<file path="src/rtl/kcv_pkg.sv">
`default_nettype none
// ----------------------------------------------------------------------------
// kcv_pkg
// Shared types and constants for the constant-velocity point tracker.
// ----------------------------------------------------------------------------
package kcv_pkg;

    localparam int COV_W = 32;   // covariance register width
    localparam int REG_W = 31;   // noise and covariance setting width
    localparam int IDX_W = 2;    // register index width

    localparam logic [IDX_W-1:0] REG_PROCESS_NOISE      = 2'd0;
    localparam logic [IDX_W-1:0] REG_MEASURE_NOISE      = 2'd1;
    localparam logic [IDX_W-1:0] REG_INITIAL_COVARIANCE = 2'd2;

    localparam logic [REG_W-1:0] RST_PROCESS_NOISE      = 31'd1678;
    localparam logic [REG_W-1:0] RST_MEASURE_NOISE      = 31'd167772160;
    localparam logic [REG_W-1:0] RST_INITIAL_COVARIANCE = 31'd1677722;

    typedef struct packed {
        logic signed [31:0] meas_x;
        logic signed [31:0] meas_y;
    } t_in_word;

    typedef struct packed {
        logic signed [31:0] est_x;
        logic signed [31:0] est_y;
    } t_out_word;

    // Control from the sequencer to each axis lane.
    typedef struct packed {
        logic start;   // run one predict and correct pass
        logic arm;     // clear position and velocity
    } t_lane_ctl;

endpackage
`default_nettype wire

</file>
<file path="src/rtl/kcv_lane.sv">
`default_nettype none
// ----------------------------------------------------------------------------
// kcv_lane
// One axis of the tracker: holds position and velocity and applies both gains.
// ----------------------------------------------------------------------------
module kcv_lane import kcv_pkg::*; #(
    parameter int DATA_WIDTH    = 32,
    parameter int COV_FRAC_BITS = 24
) (
    input  wire logic                         i_clk,
    input  wire logic                         i_rst_n,
    input  wire t_lane_ctl                    i_ctl,
    input  wire logic signed [31:0]           i_meas,
    input  wire logic [COV_FRAC_BITS:0]       i_k0,
    input  wire logic [COV_FRAC_BITS:0]       i_k1,
    output logic signed [DATA_WIDTH-1:0]      o_pos,
    output logic                              o_done
);

    localparam int DW = DATA_WIDTH;
    localparam int F  = COV_FRAC_BITS;
    localparam int KW = F + 1;
    localparam int EW = ((DW > 32) ? DW : 32) + 1;
    localparam int HW = EW - 32;
    localparam int PW = KW + 32;
    localparam int AW = EW + 1;
    localparam int SW = AW + 1;

    localparam logic [PW:0] HALF = (PW + 1)'(1) << (F - 1);
    localparam logic signed [DW-1:0] D_HI = {1'b0, {(DW - 1){1'b1}}};
    localparam logic signed [DW-1:0] D_LO = {1'b1, {(DW - 1){1'b0}}};
    localparam logic signed [SW-1:0] S_HI = SW'(D_HI);
    localparam logic signed [SW-1:0] S_LO = SW'(D_LO);

    logic signed [DW-1:0] r_pos, r_vel, r_pre;
    logic signed [31:0]   r_z;
    logic [EW-1:0]        r_mag;
    logic                 r_neg;
    logic [PW-1:0]        r_prod;
    logic [AW-1:0]        r_acc0, r_acc1;
    logic [2:0]           r_step;
    logic                 r_busy;
    logic                 r_done;

    logic signed [DW:0]   pv_sum;
    logic signed [DW-1:0] pre_sat;
    logic signed [EW-1:0] err;
    logic [KW-1:0]        mul_k;
    logic [31:0]          mul_op;
    logic [AW-1:0]        lo_part, hi_part;
    logic signed [SW-1:0] acc0_s, acc1_s, pos_sum, vel_sum;
    logic signed [DW-1:0] pos_sat, vel_sat;

    assign pv_sum  = (DW + 1)'(r_pos) + (DW + 1)'(r_vel);
    assign pre_sat = (pv_sum[DW] != pv_sum[DW-1]) ? (pv_sum[DW] ? D_LO : D_HI)
                                                 : pv_sum[DW-1:0];
    assign err     = EW'(r_z) - EW'(r_pre);

    // Steps 2 and 3 use K0, steps 4 and 5 use K1; even steps take the low word.
    assign mul_k   = (r_step == 3'd2 || r_step == 3'd3) ? i_k0 : i_k1;
    assign mul_op  = r_step[0] ? 32'(r_mag[EW-1:32]) : r_mag[31:0];
    assign lo_part = AW'(((PW + 1)'(r_prod) + HALF) >> F);
    assign hi_part = AW'(r_prod) << (32 - F);

    assign acc0_s  = r_neg ? -SW'({1'b0, r_acc0}) : SW'({1'b0, r_acc0});
    assign acc1_s  = r_neg ? -SW'({1'b0, r_acc1}) : SW'({1'b0, r_acc1});
    assign pos_sum = SW'(r_pre) + acc0_s;
    assign vel_sum = SW'(r_vel) + acc1_s;
    assign pos_sat = (pos_sum > S_HI) ? D_HI : (pos_sum < S_LO) ? D_LO : DW'(pos_sum);
    assign vel_sat = (vel_sum > S_HI) ? D_HI : (vel_sum < S_LO) ? D_LO : DW'(vel_sum);

    always_ff @(posedge i_clk) begin
        if (!i_rst_n) begin
            r_busy <= 1'b0;
            r_done <= 1'b0;
            r_step <= '0;
            r_pos  <= '0;
            r_vel  <= '0;
        end else begin
            r_done <= 1'b0;
            if (i_ctl.arm) begin
                r_pos <= '0;
                r_vel <= '0;
            end else if (i_ctl.start) begin
                r_busy <= 1'b1;
                r_step <= 3'd1;
            end else if (r_busy) begin
                r_step <= r_step + 1'b1;
                if (r_step == 3'd7) begin
                    r_pos  <= pos_sat;
                    r_vel  <= vel_sat;
                    r_busy <= 1'b0;
                    r_done <= 1'b1;
                end
            end
        end
    end

    always_ff @(posedge i_clk) begin
        if (i_ctl.start) begin
            r_pre <= pre_sat;
            r_z   <= i_meas;
        end
        if (r_busy) begin
            case (r_step)
                3'd1: begin
                    r_neg <= err[EW-1];
                    r_mag <= err[EW-1] ? EW'(-err) : EW'(err);
                end
                3'd2: r_prod <= PW'(mul_k) * PW'(mul_op);
                3'd3: begin
                    r_acc0 <= lo_part;
                    r_prod <= PW'(mul_k) * PW'(mul_op);
                end
                3'd4: begin
                    r_acc0 <= r_acc0 + hi_part;
                    r_prod <= PW'(mul_k) * PW'(mul_op);
                end
                3'd5: begin
                    r_acc1 <= lo_part;
                    r_prod <= PW'(mul_k) * PW'(mul_op);
                end
                3'd6: r_acc1 <= r_acc1 + hi_part;
                default: ;
            endcase
        end
    end

    assign o_pos  = r_pos;
    assign o_done = r_done;

endmodule
`default_nettype wire

</file>
<file path="config.mk">
export PLATFORM = sky130hd
export DESIGN_NAME = kcv_lane
export DESIGN_NICKNAME = d
export VERILOG_FILES = /design/src/rtl/kcv_pkg.sv /design/src/rtl/kcv_lane.sv
export SDC_FILE = /design/constraint.sdc
export NUM_CORES = 2
export LEC_CHECK = 0
export BUFFER_PORTS_ARGS = -buffer_cell sky130_fd_sc_hd__buf_2
export CORE_UTILIZATION = 34
export DETAILED_ROUTE_END_ITERATION = 12
export SETUP_SLACK_MARGIN = 0.05
export SYNTH_ARGS = -nofsm -noshare
export SYNTH_HDL_FRONTEND = slang
export SYNTH_SLANG_ARGS = --single-unit
</file>
<file path="constraint.sdc">
create_clock -name i_clk -period 9 [get_ports i_clk]
set_input_delay 0.9 -clock i_clk [delete_from_list [all_inputs] [get_ports i_clk]]
set_output_delay 0.9 -clock i_clk [all_outputs]
set_load 0.05 [all_outputs]
</file>
# --- Yosys cells after proc, flatten, opt, wreduce, memory -nomap -nowiden ---
# Cells that the tools add are included.
classes:
  n_addsub: 11
  multipliers: 1
  order_cmp: 4
  eq_ne: 8
  mux: 19
  n_bitwise: 4
  n_reduce_logical: 13
op_table:
  columns: ["cell", "n"]
  rows:
  - ["$mux W32", 8]
  - ["$pmux W34 S2", 2]
  - ["$add A32 B35 Y35", 2]
  - ["$gt A35 B32 Y1 const B", 2]
  - ["$lt A35 B32 Y1 const B", 2]
  - ["$mux W35", 2]
  - ["$neg A34 Y35", 2]
  - ["$add A34 B34 Y34", 2]
  - ["$add A57 B24 Y58 const B", 1]
  - ["$mul A25 B32 Y57", 1]
  - ["$add A32 B32 Y33", 1]
  - ["$neg A33 Y33", 1]
  - ["$sub A32 B32 Y33", 1]
  - ["$mux W25", 1]
  - ["$eq A3 B3 Y1 const B", 4]
  - ["$reduce_and A2 Y1", 5]
  - ["$reduce_or A4 Y1", 2]
  - ["$eq A3 B2 Y1 const B", 2]
  - ["$mux W3", 2]
  - ["$reduce_bool A2 Y1", 3]
  - ["$mux W1", 4]
  - ["$not A1 Y1", 4]
  - ["$add A3 B1 Y3 const B", 1]
  - ["$eq A3 B1 Y1 const B", 1]
  - ["other kinds (4)", 4]
totals:
  ff_bits: 292
  inputBits: 86
  output_inout_bits: 33
  word_cells: 73

# --- Logic depth before layout (Yosys ltp) ---
depth:
  depth_word: 6
  mapped_depth: 34
  ltp_nobuf: 30

# --- Worst setup path after synthesis ---
# No wires, ideal clock.
synth_path:
  kind: "reg-to-reg"
  from: "reg r_step[0]"
  to: "reg r_prod[36], data pin"
  setup_ns: 0.276
  arrival_ns: 9.129
  required_ns: 8.724
  slack_ns: -0.405
  path_stages_with_launch: 34
  path_buffers: 5
  period_less_slack_ns: 9.405
  path_cell_list: "dfxtp_1 > inv_1 > buf_1 > ha_1 > a21oi_1 > clkbuf_1 > buf_1 > mux2i_1 > clkbuf_1 > nor2_1 > fa_1 > fa_1 > inv_1 > fa_1 > fa_1 > inv_1 > fa_1 > fa_1 > inv_1 > fa_1 > inv_1 > ha_1 > clkbuf_1 > a21o_1 > a21o_1 > a221oi_1 > o21ai_0 > o211ai_1 > a21boi_0 > or4_1 > a31o_2 > a21oi_1 > o311ai_0 > xor2_1"
synth_via:
  elab_chain_cells: 4
  word_cells_on_any_way: 6
  classes_between: "1 x mul; 2 x eq/ne; 2 x mux; 1 x reduce/logical"
synth_rtl:
  columns: ["item", "line", "source"]
  rows:
  - ["start: declaration", "kcv_lane.sv:41", "logic [2:0] r_step;"]
  - ["start signal: assignment", "kcv_lane.sv:88", "r_step <= r_step + 1'b1;"]
  - ["$eq A3 B2 Y1", "kcv_lane.sv:60, kcv_lane.sv:105", null]
  - ["$logic_or A1 B1 Y1", "kcv_lane.sv:60", "assign mul_k = (r_step == 3'd2 || r_step == 3'd3) ? i_k0 : i_k1;"]
  - ["$mux W25", "kcv_lane.sv:60", null]
  - ["$mul A25 B32 Y57 (*)", null, null]
  - ["end signal: assignment", "kcv_lane.sv:110", "3'd2: r_prod <= PW'(mul_k) * PW'(mul_op);"]
  - ["end signal: assignment", "kcv_lane.sv:113", "r_prod <= PW'(mul_k) * PW'(mul_op);"]
  - ["end signal: assignment", "kcv_lane.sv:117", "r_prod <= PW'(mul_k) * PW'(mul_op);"]
  - ["end: declaration", "kcv_lane.sv:39", "logic [PW-1:0] r_prod;"]
# Mark *: on every way between the ends. The rest lies on a longest branch, timed or not.
# A chain may end at the register's enable or synchronous reset.

# --- Worst setup path in the final report ---
layout_path:
  from: "reg r_step[0]"
  to: "reg r_prod[45], data pin"
# The elaborated chain is that of the path after synthesis.

==> flow_summary.ini <==
[synthesis]
synth_top_area_cell = fa_1
synth_top_cell_area_share = 0.2923
ys_seq_elements = 292
avgSynthCellArea_sq_um = 8.760
yosys-top-cells-area = fa_1, edfxtp_1, ha_1, inv_1, nor2_1
synthArstFlopShare = 0
netlist_area_sq_um = 47470
yosysUniqueCellTypes = 90
synthFlopType = edfxtp_1
syn_inst = 5419
synth_nets = 6582
synthTopCellsByCount = inv_1, fa_1, nor2_1
ys_warn_count = 0
synth_edf_count = 223
synth-seq-area-share = 0.1702
synth_most_common_cell = inv_1

[setup_path]
critPathLaunchType = flop
r2r_start = r_step[0]
cp_slowest_stage_delay_ns = 0.61
path_max_fanout = 11
crit_required_ns = 9.30
critPathCaptureType = flop
cp.arrival_ns = 9.09
worst-r2r-cell-count = 30
slowest_stage = fa_1
cpMostUsedCell = fa_1
crit_start = r_step[0]
crit_type = flop to flop

[hold_path]
worstHoldStart = i_meas[20]
hold_class = primary input to flop
worstHoldPathCells = 1

[global_route]
first_global_vias = 39388
grt_pass1_wl_mm = 242.6
grt_max_degree = 71
grt.overflow.total = 0
grt_util_all_layers = 0.2254
antenna_found_initial = 2

[cells_and_area]
drive_gt1_frac = 0.08323
final_nets = 6721
antenna_cells = 0
design_area_sq_um = 52820
stdcell_count = 7450
layout-area-overhead-vs-synth_pct = 11.27

[floorplan]
start_util = 0.3440
die_area_sq_um = 141100
core_sq_um = 138000
die_y_microns = 375.6
dieWidth_microns = 375.6
io_pins = 119
rows = 136

[clock_tree]
cts_made_buffers = 37
cts_sinks = 292
htreeDepth = 2
clock_latency_ns = 0.59
cts_tree = built
cts_buffer_depth = 3
cts_root_buffer = clkbuf_16
clk_pin_slew_worst_paths_ns = 0.06

[sta]
fmax_ghz = 0.1138
fin_skew_ns = 0.03883
tightest_slew_ns = 1.312
rsz0062_at_grt = yes
fin_tns_setup_ns = 0
finalCritPeriodShare = 0.9767
period_needed_ns = 8.790
setup_ws_ns = 0.2098
timing_hold_violations_final = 0
slew_viol_final = 0
slew_headroom = 0.1237
setup_viol = 0

[detailed_routing]
wire_per_inst_microns = 21.55
routed_wl_mm = 160.6
antenna_left = 0
route.detailed.drc = 0
via_per_inst = 5.274
first_pass_iters = 5
drt_iter0_drc = 3403
vias = 39293

[placed_design]
portBuffers = 118
hpwlAfterDp_mm = 132.5
place_ws_ns = 0.06325
placedCellCount = 7367
detailed_place.area_sq_um = 51200
finalWeightedCongestion = 0.9603

[flow_run]
drv_cap = 0

[status]
status = complete, no violations
timing repair:
item                                    CTS  global route
gates cloned                              0             1
pin swaps                                 0             3
gates resized for setup                   0            41
hold buffers                              0             0
hold endpoints to repair                  0             0
buffers inserted                          2            12
endpoints found under the setup margin    1            12
worst paths after layout:
kind	end	slack, ns
worst max register to register	r_prod[45]	0.21
worst min-delay path	r_z[20]	0.49
worst min register to register	o_pos[1]	0.57
worst max-delay path	r_prod[45]	0.21
final cells by class:
type	instances	area [sq um]
timing repair buffer	312	2290
multi-input combinational	4047	35600
fill	13947	85180
sequential	292	8078
clock buffer	48	998.5
inverter	868	3258
clock inverter	20	261.5
tap	1863	2331
stage by stage:
stage                 util  hold WS, ns
floorplan                -       0.5349
global placement    0.3710       0.5524
detailed placement  0.3710       0.5535
CTS                 0.3804       0.4585
global route        0.3827       0.4734
finish              0.3827       0.4872
per-layer routing:
layer  global-route usage  wire length (microns)  part of all wire  vias up
met2               0.3501                  70240              0.44     1578
met5                    0                      0                 0        -
met1               0.3098                  69420              0.43    19595
met3              0.03893                  13270             0.083      261
li1                     -                      -                 -    17859
met4              0.09157                   7639             0.048        0
kinds of logic after synthesis:
group           after synthesis  share of synthesized area
simple gates               1647                     0.1513
flops                       292                     0.1702
compound gates              933                     0.1244
mux                          55                    0.01223
fa+ha+maj                  1086                     0.3954
buf+inv                    1080                    0.08638
xor+xnor                    326                    0.06015
sequential cells by signal, summed over array words and instances, names as in the netlist:
register  count
o_done        1
r_acc0       34
r_busy        1
r_pre        32
r_step        3
r_mag        33
r_prod       57
r_acc1       34
r_z          32
o_pos        32
r_neg         1
r_vel        32
cell usage in the layout (no fill, tap or decap), drive strengths merged, types with 11 or more instances in the layout:
cell type | Yosys | final
inv | 867 | 870
fa | 693 | 693
nor2 | 639 | 639
nand2 | 606 | 606
ha | 384 | 384
buf | 34 | 311
a21oi | 303 | 303
xnor2 | 233 | 233
edfxtp | 223 | 223
o21ai | 219 | 219
a21o | 115 | 115
xor2 | 93 | 93
nand3 | 69 | 69
dfxtp | 69 | 69
nor2b | 59 | 59
clkbuf | 178 | 49
nand2b | 48 | 48
nor3 | 45 | 45
and3 | 44 | 44
o31ai | 36 | 36
o21a | 36 | 36
o21bai | 34 | 34
mux2i | 31 | 31
nand4 | 28 | 28
a211oi | 24 | 24
mux2 | 24 | 24
or3 | 22 | 22
and2 | 21 | 21
o211ai | 20 | 20
a31oi | 15 | 15
o41ai | 14 | 14
a21boi | 13 | 13
nor4 | 12 | 12
a211o | 11 | 11
or4 | 11 | 11
worst max-delay path, delay by kind of cell (launching register included):
kind	cells	cell delay, ns
compound gates	8	1.88
xor+xnor	1	0.13
fa+ha+maj	10	4.46
buf+inv	7	0.83
flops	1	0.34
mux	1	0.43
simple gates	3	0.40
Power is left out: the tool's default activity adds up to more than one toggle a clock period on the data nets, which glitch-free logic cannot reach.
