==> config.mk <==
export PLATFORM = sky130hd
export DESIGN_NAME = kcv_div
export DESIGN_NICKNAME = d
export VERILOG_FILES = /design/src/rtl/kcv_pkg.sv /design/src/rtl/kcv_div.sv
export SDC_FILE = /design/constraint.sdc
export NUM_CORES = 1
export LEC_CHECK = 0
export BUFFER_PORTS_ARGS = -buffer_cell sky130_fd_sc_hd__clkbuf_2
export CAP_MARGIN = 20
export CORE_AREA = 5 5 111 113
export CTS_CLUSTER_SIZE = 16
export DETAILED_ROUTE_END_ITERATION = 12
export DIE_AREA = 0 0 116 118
export MAX_ROUTING_LAYER = met4
export PLACE_DENSITY = 0.78
export SYNTH_ARGS = -nofsm -noshare
export SYNTH_HDL_FRONTEND = slang
export SYNTH_SLANG_ARGS = --single-unit
==> constraint.sdc <==
create_clock -name i_clk -period 3.4 [get_ports i_clk]
set_clock_uncertainty 0.1 [all_clocks]
set_input_delay 0.51 -clock i_clk [delete_from_list [all_inputs] [get_ports i_clk]]
set_output_delay 0.51 -clock i_clk [all_outputs]
set_load 0.01 [all_outputs]
==> src/rtl/kcv_pkg.sv <==
`default_nettype none
// ----------------------------------------------------------------------------
// kcv_pkg
// Shared types and constants for the constant-velocity point tracker.
// ----------------------------------------------------------------------------
package kcv_pkg;

    localparam int COV_W = 32;   // covariance register width
    localparam int REG_W = 31;   // noise and covariance setting width
    localparam int IDX_W = 2;    // register index width

    localparam logic [IDX_W-1:0] REG_PROCESS_NOISE      = 2'd0;
    localparam logic [IDX_W-1:0] REG_MEASURE_NOISE      = 2'd1;
    localparam logic [IDX_W-1:0] REG_INITIAL_COVARIANCE = 2'd2;

    localparam logic [REG_W-1:0] RST_PROCESS_NOISE      = 31'd1678;
    localparam logic [REG_W-1:0] RST_MEASURE_NOISE      = 31'd167772160;
    localparam logic [REG_W-1:0] RST_INITIAL_COVARIANCE = 31'd1677722;

    typedef struct packed {
        logic signed [31:0] meas_x;
        logic signed [31:0] meas_y;
    } t_in_word;

    typedef struct packed {
        logic signed [31:0] est_x;
        logic signed [31:0] est_y;
    } t_out_word;

    // Control from the sequencer to each axis lane.
    typedef struct packed {
        logic start;   // run one predict and correct pass
        logic arm;     // clear position and velocity
    } t_lane_ctl;

endpackage
`default_nettype wire

==> src/rtl/kcv_div.sv <==
`default_nettype none
// ----------------------------------------------------------------------------
// kcv_div
// Radix-2 restoring divider for the gain, one quotient bit per cycle.
// ----------------------------------------------------------------------------
module kcv_div import kcv_pkg::*; #(
    parameter int FRAC = 24
) (
    input  wire logic             i_clk,
    input  wire logic             i_rst_n,
    input  wire logic             i_start,
    input  wire logic [COV_W-1:0] i_num,
    input  wire logic [COV_W:0]   i_den,
    output logic      [FRAC:0]    o_quot,
    output logic                  o_done
);

    localparam int KW = FRAC + 1;
    localparam int CW = $clog2(KW + 1);
    localparam int RW = COV_W + 2;

    logic [RW-1:0]  r_rem;
    logic [COV_W:0] r_den;
    logic [KW-1:0]  r_quot;
    logic [CW-1:0]  r_cnt;
    logic           r_busy;
    logic           r_zero;
    logic           r_done;

    logic          ge;
    logic [RW-1:0] rem_sub;

    // The numerator never exceeds the divisor, so the quotient fits FRAC+1 bits.
    assign ge      = r_rem >= RW'(r_den);
    assign rem_sub = ge ? r_rem - RW'(r_den) : r_rem;

    always_ff @(posedge i_clk) begin
        if (!i_rst_n) begin
            r_busy <= 1'b0;
            r_done <= 1'b0;
            r_cnt  <= '0;
        end else begin
            r_done <= 1'b0;
            if (i_start) begin
                r_busy <= 1'b1;
                r_cnt  <= CW'(KW);
            end else if (r_busy) begin
                r_cnt <= r_cnt - 1'b1;
                if (r_cnt == CW'(1)) begin
                    r_busy <= 1'b0;
                    r_done <= 1'b1;
                end
            end
        end
    end

    always_ff @(posedge i_clk) begin
        if (i_start) begin
            r_rem  <= RW'(i_num);
            r_den  <= i_den;
            r_zero <= (i_den == '0);
            r_quot <= '0;
        end else if (r_busy) begin
            r_rem  <= {rem_sub[RW-2:0], 1'b0};
            r_quot <= {r_quot[KW-2:0], ge};
        end
    end

    // A zero divisor gives a zero gain.
    assign o_quot = r_zero ? '0 : r_quot;
    assign o_done = r_done;

endmodule
`default_nettype wire

Word-level counts from Yosys, hierarchy flattened
Cells that the tools add are included.
{ "totals": {"reg_bits": 100, "input_bits": 68, "output_inout_bits": 26, "elab_cells": 29} }
{ "op_classes": {"add_sub_neg": 2, "n_lt_le_gt_ge": 1, "n_eq_ne": 1, "n_mux": 10, "bitwise": 2, "n_reduce_logical": 4} }
{ "op_table": {"columns": ["cell", "n"], "rows": [
  ["$mux W32", 2],
  ["$ge A34 B33 Y1", 1],
  ["$logic_not A33 Y1", 1],
  ["$mux W33", 1],
  ["$sub A33 B33 Y33", 1],
  ["$mux W25", 1],
  ["$mux W5", 2],
  ["$eq A5 B1 Y1 const B", 1],
  ["$sub A5 B1 Y5 const B", 1],
  ["$mux W1", 4],
  ["$reduce_or A3 Y1", 1],
  ["$not A1 Y1", 2],
  ["$reduce_bool A2 Y1", 1],
  ["$reduce_or A2 Y1", 1]
]} }

Logic depth before layout (Yosys ltp)
Gate-level depths: netlist of the first run.
{ "depth": {"ltp_word": 4, "depth_mapped": 14} }

Least setup slack after synthesis of the first run
Ideal clock, no wire load.
{ "synth_path": {"path_kind": "register to register", "from": "register r_rem[0]", "to": "register r_rem[15], data pin", "setup_ns": 0.270, "arrival_ns": 2.520, "path_slack_ns": 0.510, "path_stages_with_launch": 15, "n_path_buf": 2, "synth_period_minus_slack_ns": 2.890, "path_cell_list": "edfxtp_1 -> inv_1 -> ha_1 -> inv_1 -> fa_1 -> a211oi_1 -> o21ai_0 -> o211ai_1 -> nand3_1 -> and3_4 -> or2_1 -> buf_4 -> buf_6 -> o21ai_1 -> a21oi_1"} }
{ "synth_between": {"elab_chain_cells": 4} }
{ "synth_rtl": {"columns": ["item", "line_no", "rtl"], "rows": [
  ["start, declared", "kcv_div.sv:22", "logic [RW-1:0] r_rem;"],
  ["start signal, assigned", "kcv_div.sv:59", "r_rem <= RW'(i_num);"],
  ["start signal, assigned", "kcv_div.sv:64", "r_rem <= {rem_sub[RW-2:0], 1'b0};"],
  ["$sub A33 B33 Y33 or $ge A34 B33 Y1 (tied branches)", "kcv_div.sv:35, kcv_div.sv:34", null],
  ["$mux W33 *", "kcv_div.sv:35", "assign rem_sub = ge ? r_rem - RW'(r_den) : r_rem;"],
  ["$mux W32 *", "kcv_div.sv:63", "end else if (r_busy) begin"],
  ["$mux W32 *", "kcv_div.sv:58", "if (i_start) begin"]
]} }
Every way passes the cells marked *; elsewhere a longest branch is shown, timed or not. The select of a mux whose other input is x is not followed.
A chain may end at the register's enable or synchronous reset.

Worst setup path after layout of the first run
{ "layout_path": {"from": "register r_rem[0]", "to": "register r_rem[20], data pin"} }
The elaborated chain is that of the path after synthesis.

==> out/metrics.cfg, run 1 <==
[grt]
grt_pass1_wl_um = 26200
track_usage = 0.243
overflow = 0
grt_pass1_vias = 5373
grt_max_degree = 51
antenna_found_initial = 0

[cts]
numCtsBuffers = 9
clock_path_buffers = 2
cts_tree = yes
insertion_delay_ns = 0.35
htreeDepth = 3
cts_sinks = 100
root_buffer = clkbuf_16
cts.clk_slew.worst_paths_ns = 0.08
hold_buffers = 0

[yosys]
ys_async_sr_fraction = 0
syn_area_per_cell_um2 = 9.52
ys_ff_latch = 100
synthSimpleGateAreaFrac = 0.198
synth_top_family_by_area = simple AND/OR/NAND/NOR gates
yosys.area.top_type_share = 0.313
syn-cell-area_um2 = 6330
synth_largest_area_cell = edfxtp_1
synth_edf_count = 66
synth_ff_type = edfxtp_1
ys_types = 80
ys_seq_area_frac = 0.421
synthAdderAreaFrac = 0.0724
synth_xor_area_frac = 0.0332
netlist_instances = 665
ys_top_cells_by_area = edfxtp_1, dfxtp_1, ha_1, nor2_1, mux2i_1
ys_warn_count = 0
yosys-mux-area-fraction = 0.0429
syn_nets = 769
synth_compound_area_frac = 0.187

[job]
cap_violations = 0

[cells_and_area]
regArea_um2 = 2660
final_cell_count_no_fill = 908
design_area_um2 = 7260
multi_input_area_um2 = 3380
area_delta_synth_final_pct = 14.7
drive_gt1_frac = 0.204
n_antenna_cell = 0
final_nets = 864
n_fill_cell = 932

[timing]
final.period_utilization = 0.914
rsz0062_at_grt = no
max_freq_mhz = 322
hold_ws_ns = 0.245
slew_violations = 0
tns_ns = 0
slew_headroom = 0.469
hold_viol = 0
fin_crit_ns = 3.11
tightest_slew_ns = 0.796
finalSetupViolations = 0

[worst_setup_path]
path_cells = inv_1 -> ha_1 -> inv_1 -> fa_1 -> a211oi_2 -> o21ai_0 -> o211ai_1 -> nand3_1 -> and3_4 -> or2_4 -> buf_4 -> mux2i_1 -> o21ai_0
path_max_fanout = 12
cp-start-kind = register
critical-path-max-stage-delay_ns = 0.43
worst_setup_path_end_kind = register
startpoint = r_rem[0]$_SDFFCE_PN0P_
crit_type = reg -> reg
r2r-start = r_rem[0]$_SDFFCE_PN0P_
worst-endpoint-arrival_ns = 3.08
slowest_stage = fa_1
crit_required_ns = 3.37

[hold_path]
hold_path.class = in -> reg
hold_start = i_den[21]

[power_and_ir_drop]
cellPowerDensity_nw_per_um2 = 630
p_leak_nw = 3.14
ir_drop_v = 0.000372

[outcome]
outcome = complete, no violations

[place]
place_area_um2 = 6970
numPortBuffers = 93
dp_cells = 892
dp_hpwl_um = 11900
gp_congestion = 0.937

[drt]
drc = 0
postRouteAntennaNets = 0
drt_iter0_drc = 339
routed_wl_um = 15900
vias_per_cell = 5.91
vias = 5365
wl_per_cell_um = 17.5
firstDrtPassIters = 5

[die]
core_area_um2 = 11200
die_w_um = 116
rows = 39
die_y_um = 118
die_area_um2 = 13700
io_pins = 94
start_util = 0.564

[through the flow]
| step | utilization | setup slack (ns) | total power [W] |
|---|---|---|---|
| 6_report | 0.647 | 0.291 | 0.00458 |
| 5_1_grt | 0.647 | 0.0362 | 0.00486 |
| 4_1_cts | 0.646 | 0.106 | 0.00456 |
| 3_5_place_dp | 0.621 | 0.127 | 0.00355 |
| 3_3_place_gp | 0.621 | 0.188 | 0.00352 |
| 2_1_floorplan | - | 0.510 | 0.00306 |
[cells in the final DEF (no fill, tap or decap), types with 10 or more instances in the layout]
| cell | n |
|---|---|
| a21o_1 | 15 |
| a21oi_1 | 24 |
| a31oi_1 | 23 |
| buf_4 | 17 |
| clkbuf_2 | 92 |
| dfxtp_1 | 34 |
| edfxtp_1 | 66 |
| ha_1 | 35 |
| inv_1 | 43 |
| mux2i_1 | 26 |
| nand2_1 | 52 |
| nand3_1 | 10 |
| nor2_1 | 78 |
| nor2b_1 | 29 |
| nor3_1 | 16 |
| o21a_1 | 10 |
| o21ai_0 | 19 |
| o21ai_1 | 11 |
| xnor2_1 | 14 |
| xor2_1 | 10 |
[worst max-delay path, delay by kind of cell (launching register included)]
family / cells / cell delay (ns)
compound gates: 4 / 0.64
fa+ha+maj: 2 / 0.59
buf+inv: 3 / 0.32
flops: 1 / 0.39
mux: 1 / 0.14
simple gates: 3 / 0.67
[cell usage after synthesis (all sizes together), types with 3 or more instances]
cell type	count
a211oi	11
a21boi	4
a21o	16
a21oi	26
a221o	4
a31oi	23
and2	6
and3	8
and4	5
buf	12
clkbuf	14
dfxtp	34
edfxtp	66
ha	35
inv	43
mux2i	26
nand2	52
nand3	10
nand4	9
nor2	81
nor2b	29
nor3	16
nor4	10
o211ai	4
o21a	10
o21ai	30
o21bai	4
o2bb2ai	3
o31ai	4
or2	5
or3	5
xnor2	14
xor2	10
[cells by family after synthesis]
kind of cell             Yosys count
AND/OR/NAND/NOR                  247
flip-flops                       100
XOR/XNOR                          24
multiplexers                      27
buffers and inverters             70
AO/OA/AOI/OAI                    161
adder cells (fa/ha/maj)           36
[metal layers]
| metal | share of wire | routed length, um | track usage | vias up |
|---|---|---|---|---|
| li1 | - | - | - | 2629 |
| met1 | 0.46 | 7290 | 0.332 | 2542 |
| met2 | 0.47 | 7480 | 0.376 | 178 |
| met3 | 0.057 | 904 | 0.0344 | 16 |
| met4 | 0.013 | 200 | 0.0682 | 0 |
| met5 | 0 | 0 | - | - |
[final cells by class]
class                   count  area share
inverters                  44      0.0227
flip-flops and latches    100       0.367
clock inverters             7     0.00758
repair buffers            110      0.0817
multi-input cells         495       0.466
well taps                 143      0.0246
clock buffers               9      0.0310
[flip-flops by register name, summed over array words and instances (netlist names)]
register / count
o_done: 1
r_cnt: 5
r_den: 33
r_busy: 1
r_quot: 25
r_zero: 1
r_rem: 34
[worst paths after layout]
kind / endpoint / slack (ns) / cells past startpoint
worst max-delay path: r_rem[20]$_DFFE_PP_ / 0.29 / 13
worst min-delay path: r_den[21]$_DFFE_PP_ / 0.24 / 1
worst max register to register: r_rem[20]$_DFFE_PP_ / 0.29 / 13
worst min register to register: r_quot[24]$_SDFFE_PP0P_ / 0.42 / 2
[power by group]
part | switching, W | total (W) | internal (W)
Clock | 0.000493 | 0.00100 | 0.000509
Combinational | 0.00118 | 0.00200 | 0.000822
Sequential | 0.0000899 | 0.00158 | 0.00149
Total | 0.00176 | 0.00458 | 0.00282
[repair_timing]
item                       4_1_cts  5_1_grt
gates resized for setup          0        3
buffers inserted                 0        0
setup endpoints to repair        0       16
No activity file was read; power rests on OpenSTA's default activity.
==> run 2: changes to the inputs <==
- CTS_CLUSTER_DIAMETER: not set -> 200
- RECOVER_POWER: not set -> 100
==> out/metrics.cfg, run 2 (synthesis results as in run 1) <==
[cells_and_area]
fin_util = 0.639  ; -0.00758
area_delta_synth_final_pct = 13.4
largestRegisters = r_rem x34, r_den x33, r_quot x25
final_cell_count_no_fill = 908  ; unchanged
final_nets = 864  ; unchanged
n_fill_cell = 972  ; +4.3%
final_common_cell = nor2_1
largest_reg_flops = 34  ; unchanged
n_antenna_cell = 0  ; unchanged
drive_gt1_frac = 0.127  ; -0.0771
largest_register = r_rem
final_cell_mix = nor2_1, edfxtp_1, clkbuf_1

[drt]
wl_per_cell_um = 17.5  ; about the same
vias = 5392  ; +0.50%
vias_per_cell = 5.94  ; +0.50%
postRouteAntennaNets = 0  ; unchanged
drc = 0  ; unchanged
routed_wl_um = 15900  ; about the same
firstDrtPassIters = 5  ; unchanged
drt_iter0_drc = 402  ; +19%

[die]
die_w_um = 116  ; unchanged
die_y_um = 118  ; unchanged
core_area_um2 = 11200  ; unchanged
rows = 39  ; unchanged
start_util = 0.564  ; unchanged
die_area_um2 = 13700  ; unchanged
io_pins = 94  ; unchanged

[cts]
cts_sinks = 100  ; unchanged
cts_setup_buffers = 0  ; unchanged
cts.clk_slew.worst_paths_ns = 0.07  ; about the same
cts_tree = yes
hold_buffers = 0  ; unchanged
numCtsBuffers = 9  ; unchanged
htreeDepth = 3  ; unchanged
clock_path_buffers = 2  ; unchanged
insertion_delay_ns = 0.35  ; about the same
root_buffer = clkbuf_16

[job]
cap_violations = 0  ; unchanged

[timing]
rsz0062_at_grt = no
slew_violations = 0  ; unchanged
finalSetupViolations = 0  ; unchanged
tns_ns = 0  ; unchanged
slew_headroom = 0.289  ; -0.181
hold_viol = 0  ; unchanged
fin_crit_ns = 3.13  ; +0.0235 ns
final.period_utilization = 0.921  ; +0.00692
max_freq_mhz = 319  ; -0.75%
tightest_slew_ns = 1.07  ; +0.271 ns
final.setup.worst_slack_ns = 0.268  ; -0.0235 ns

[grt]
antenna_found_initial = 0  ; unchanged
overflow = 0  ; unchanged
track_usage = 0.243  ; unchanged
grt_max_degree = 51  ; unchanged
grt_pass1_vias = 5373  ; unchanged
grt_pass1_wl_um = 26200  ; unchanged

[worst_setup_path]
crit_top_cell = buf_4
path_cells = ha_1 -> nand2_1 -> nor2_1 -> a221oi_2 -> or3_1 -> o211ai_2 -> buf_4 -> nor2_4 -> buf_4 -> nor4b_1 -> nor3b_2
r2r-start = r_rem[26]$_DFFE_PP_
slowest_stage = nor4b_1
worst-endpoint-arrival_ns = 3.12  ; +0.04 ns
crit_required_ns = 3.39  ; +0.02 ns
critical-path-max-stage-delay_ns = 0.48  ; +0.05 ns
ff2ff_path_depth = 11  ; -2
r2r_setup_slack_ns = 0.27  ; -0.02 ns
worst-path-buf-inv = 2  ; -1
critPathTopFamily = simple AND/OR/NAND/NOR gates
cp-start-kind = register
endpoint = r_rem[26]$_DFFE_PP_
crit_type = reg -> reg
worstReg2RegEnd = r_rem[26]$_DFFE_PP_
cp_num_cells = 11  ; -2
path_max_fanout = 13  ; +1
worst_setup_path_end_kind = register
startpoint = r_rem[26]$_DFFE_PP_

[place]
numPortBuffers = 93  ; unchanged
pre_cts_slack_ns = 0.127  ; unchanged
gp_congestion = 0.937  ; unchanged
dp_hpwl_um = 11900  ; unchanged
dp_cells = 892  ; unchanged

[power_and_ir_drop]
pwr-share-seq = 0.346  ; about the same
p_leak_nw = 2.96  ; -5.8%
p_comb_frac = 0.434  ; -0.002
internal_power_w = 0.00280  ; -0.51%
clkPwrFrac = 0.220  ; about the same
ir_drop_v = 0.000367  ; -1.3%
swShare = 0.385  ; +0.000507
power_switching_w = 0.00175  ; -0.30%
cellPowerDensity_nw_per_um2 = 635  ; +0.75%

[hold_path]
hold_path.class = in -> reg

[outcome]
outcome = complete, no violations

-- run 2: changes by cell type in the layout (fill, tap and decap cells not counted), sizes merged --
cell	change
buf	-4
clkbuf	+4
-- run 2: routing by layer --
metal	GRT usage	wire length, um	vias up
li1	-	-	2632
met4	0.0682	221	0
met5	-	0	-
met1	0.332	7350	2562
met3	0.0344	821	20
met2	0.376	7470	178
-- run 2: worst min path at each step --
| stage | from | cells past startpoint | to | slack, ns |
|---|---|---|---|---|
| 2_1_floorplan | r_quot[24]$_SDFFE_PP0P_ | 2 | r_quot[24]$_SDFFE_PP0P_ | 0.35 |
| 3_3_place_gp | r_quot[24]$_SDFFE_PP0P_ | 2 | r_quot[24]$_SDFFE_PP0P_ | 0.37 |
| 3_5_place_dp | r_quot[24]$_SDFFE_PP0P_ | 2 | r_quot[24]$_SDFFE_PP0P_ | 0.38 |
| 4_1_cts | i_den[31] | 1 | r_den[31]$_DFFE_PP_ | 0.24 |
| 5_1_grt | i_den[28] | 1 | r_den[28]$_DFFE_PP_ | 0.24 |
| 6_report | i_den[28] | 1 | r_den[28]$_DFFE_PP_ | 0.25 |
-- run 2: stage by stage --
step | total power [W] | hold WS, ns | instance area, um^2
final | 0.00456 | 0.249 | 7180
after global routing | 0.00484 | 0.242 | 7180
after CTS | 0.00456 | 0.238 | 7250
after detailed placement | 0.00355 | 0.381 | 6970
after global placement | 0.00352 | 0.372 | 6970
after floorplan | 0.00306 | 0.352 | 6330
-- run 2: what timing repair did --
action / in CTS / in global routing
resized for setup: 0 / 3
hold endpoints to repair: 0 / 0
endpoints found under the setup margin: 0 / 16
-- run 2: cell type report --
class | instances | area [um^2] | share of cell area
Clock buffer | 9 | 225 | 0.0314
Tap cell | 143 | 179 | 0.0249
Multi-Input combinational cell | 495 | 3370 | 0.470
Clock inverter | 7 | 55.1 | 0.00767
Sequential cell | 100 | 2660 | 0.371
Timing Repair Buffer | 110 | 515 | 0.0718
Inverter | 44 | 165 | 0.0230
-- run 2: power by group through the flow --
stage	combinational, W	sequential (W)	clock, W
floorplan	0.00150	0.00157	0
global placement	0.00192	0.00159	0
detailed placement	0.00195	0.00160	0
CTS	0.00197	0.00158	0.00101
global route	0.00219	0.00159	0.00106
finish	0.00198	0.00158	0.00100
-- run 2: worst reg2reg max path: cells and delay by family, from the launching register on --
kind                     cells  cell delay, ns
AND/OR/NAND/NOR              6            1.41
adder cells (fa/ha/maj)      1            0.40
flip-flops                   1            0.39
buffers and inverters        2            0.36
AO/OA/AOI/OAI                2            0.22
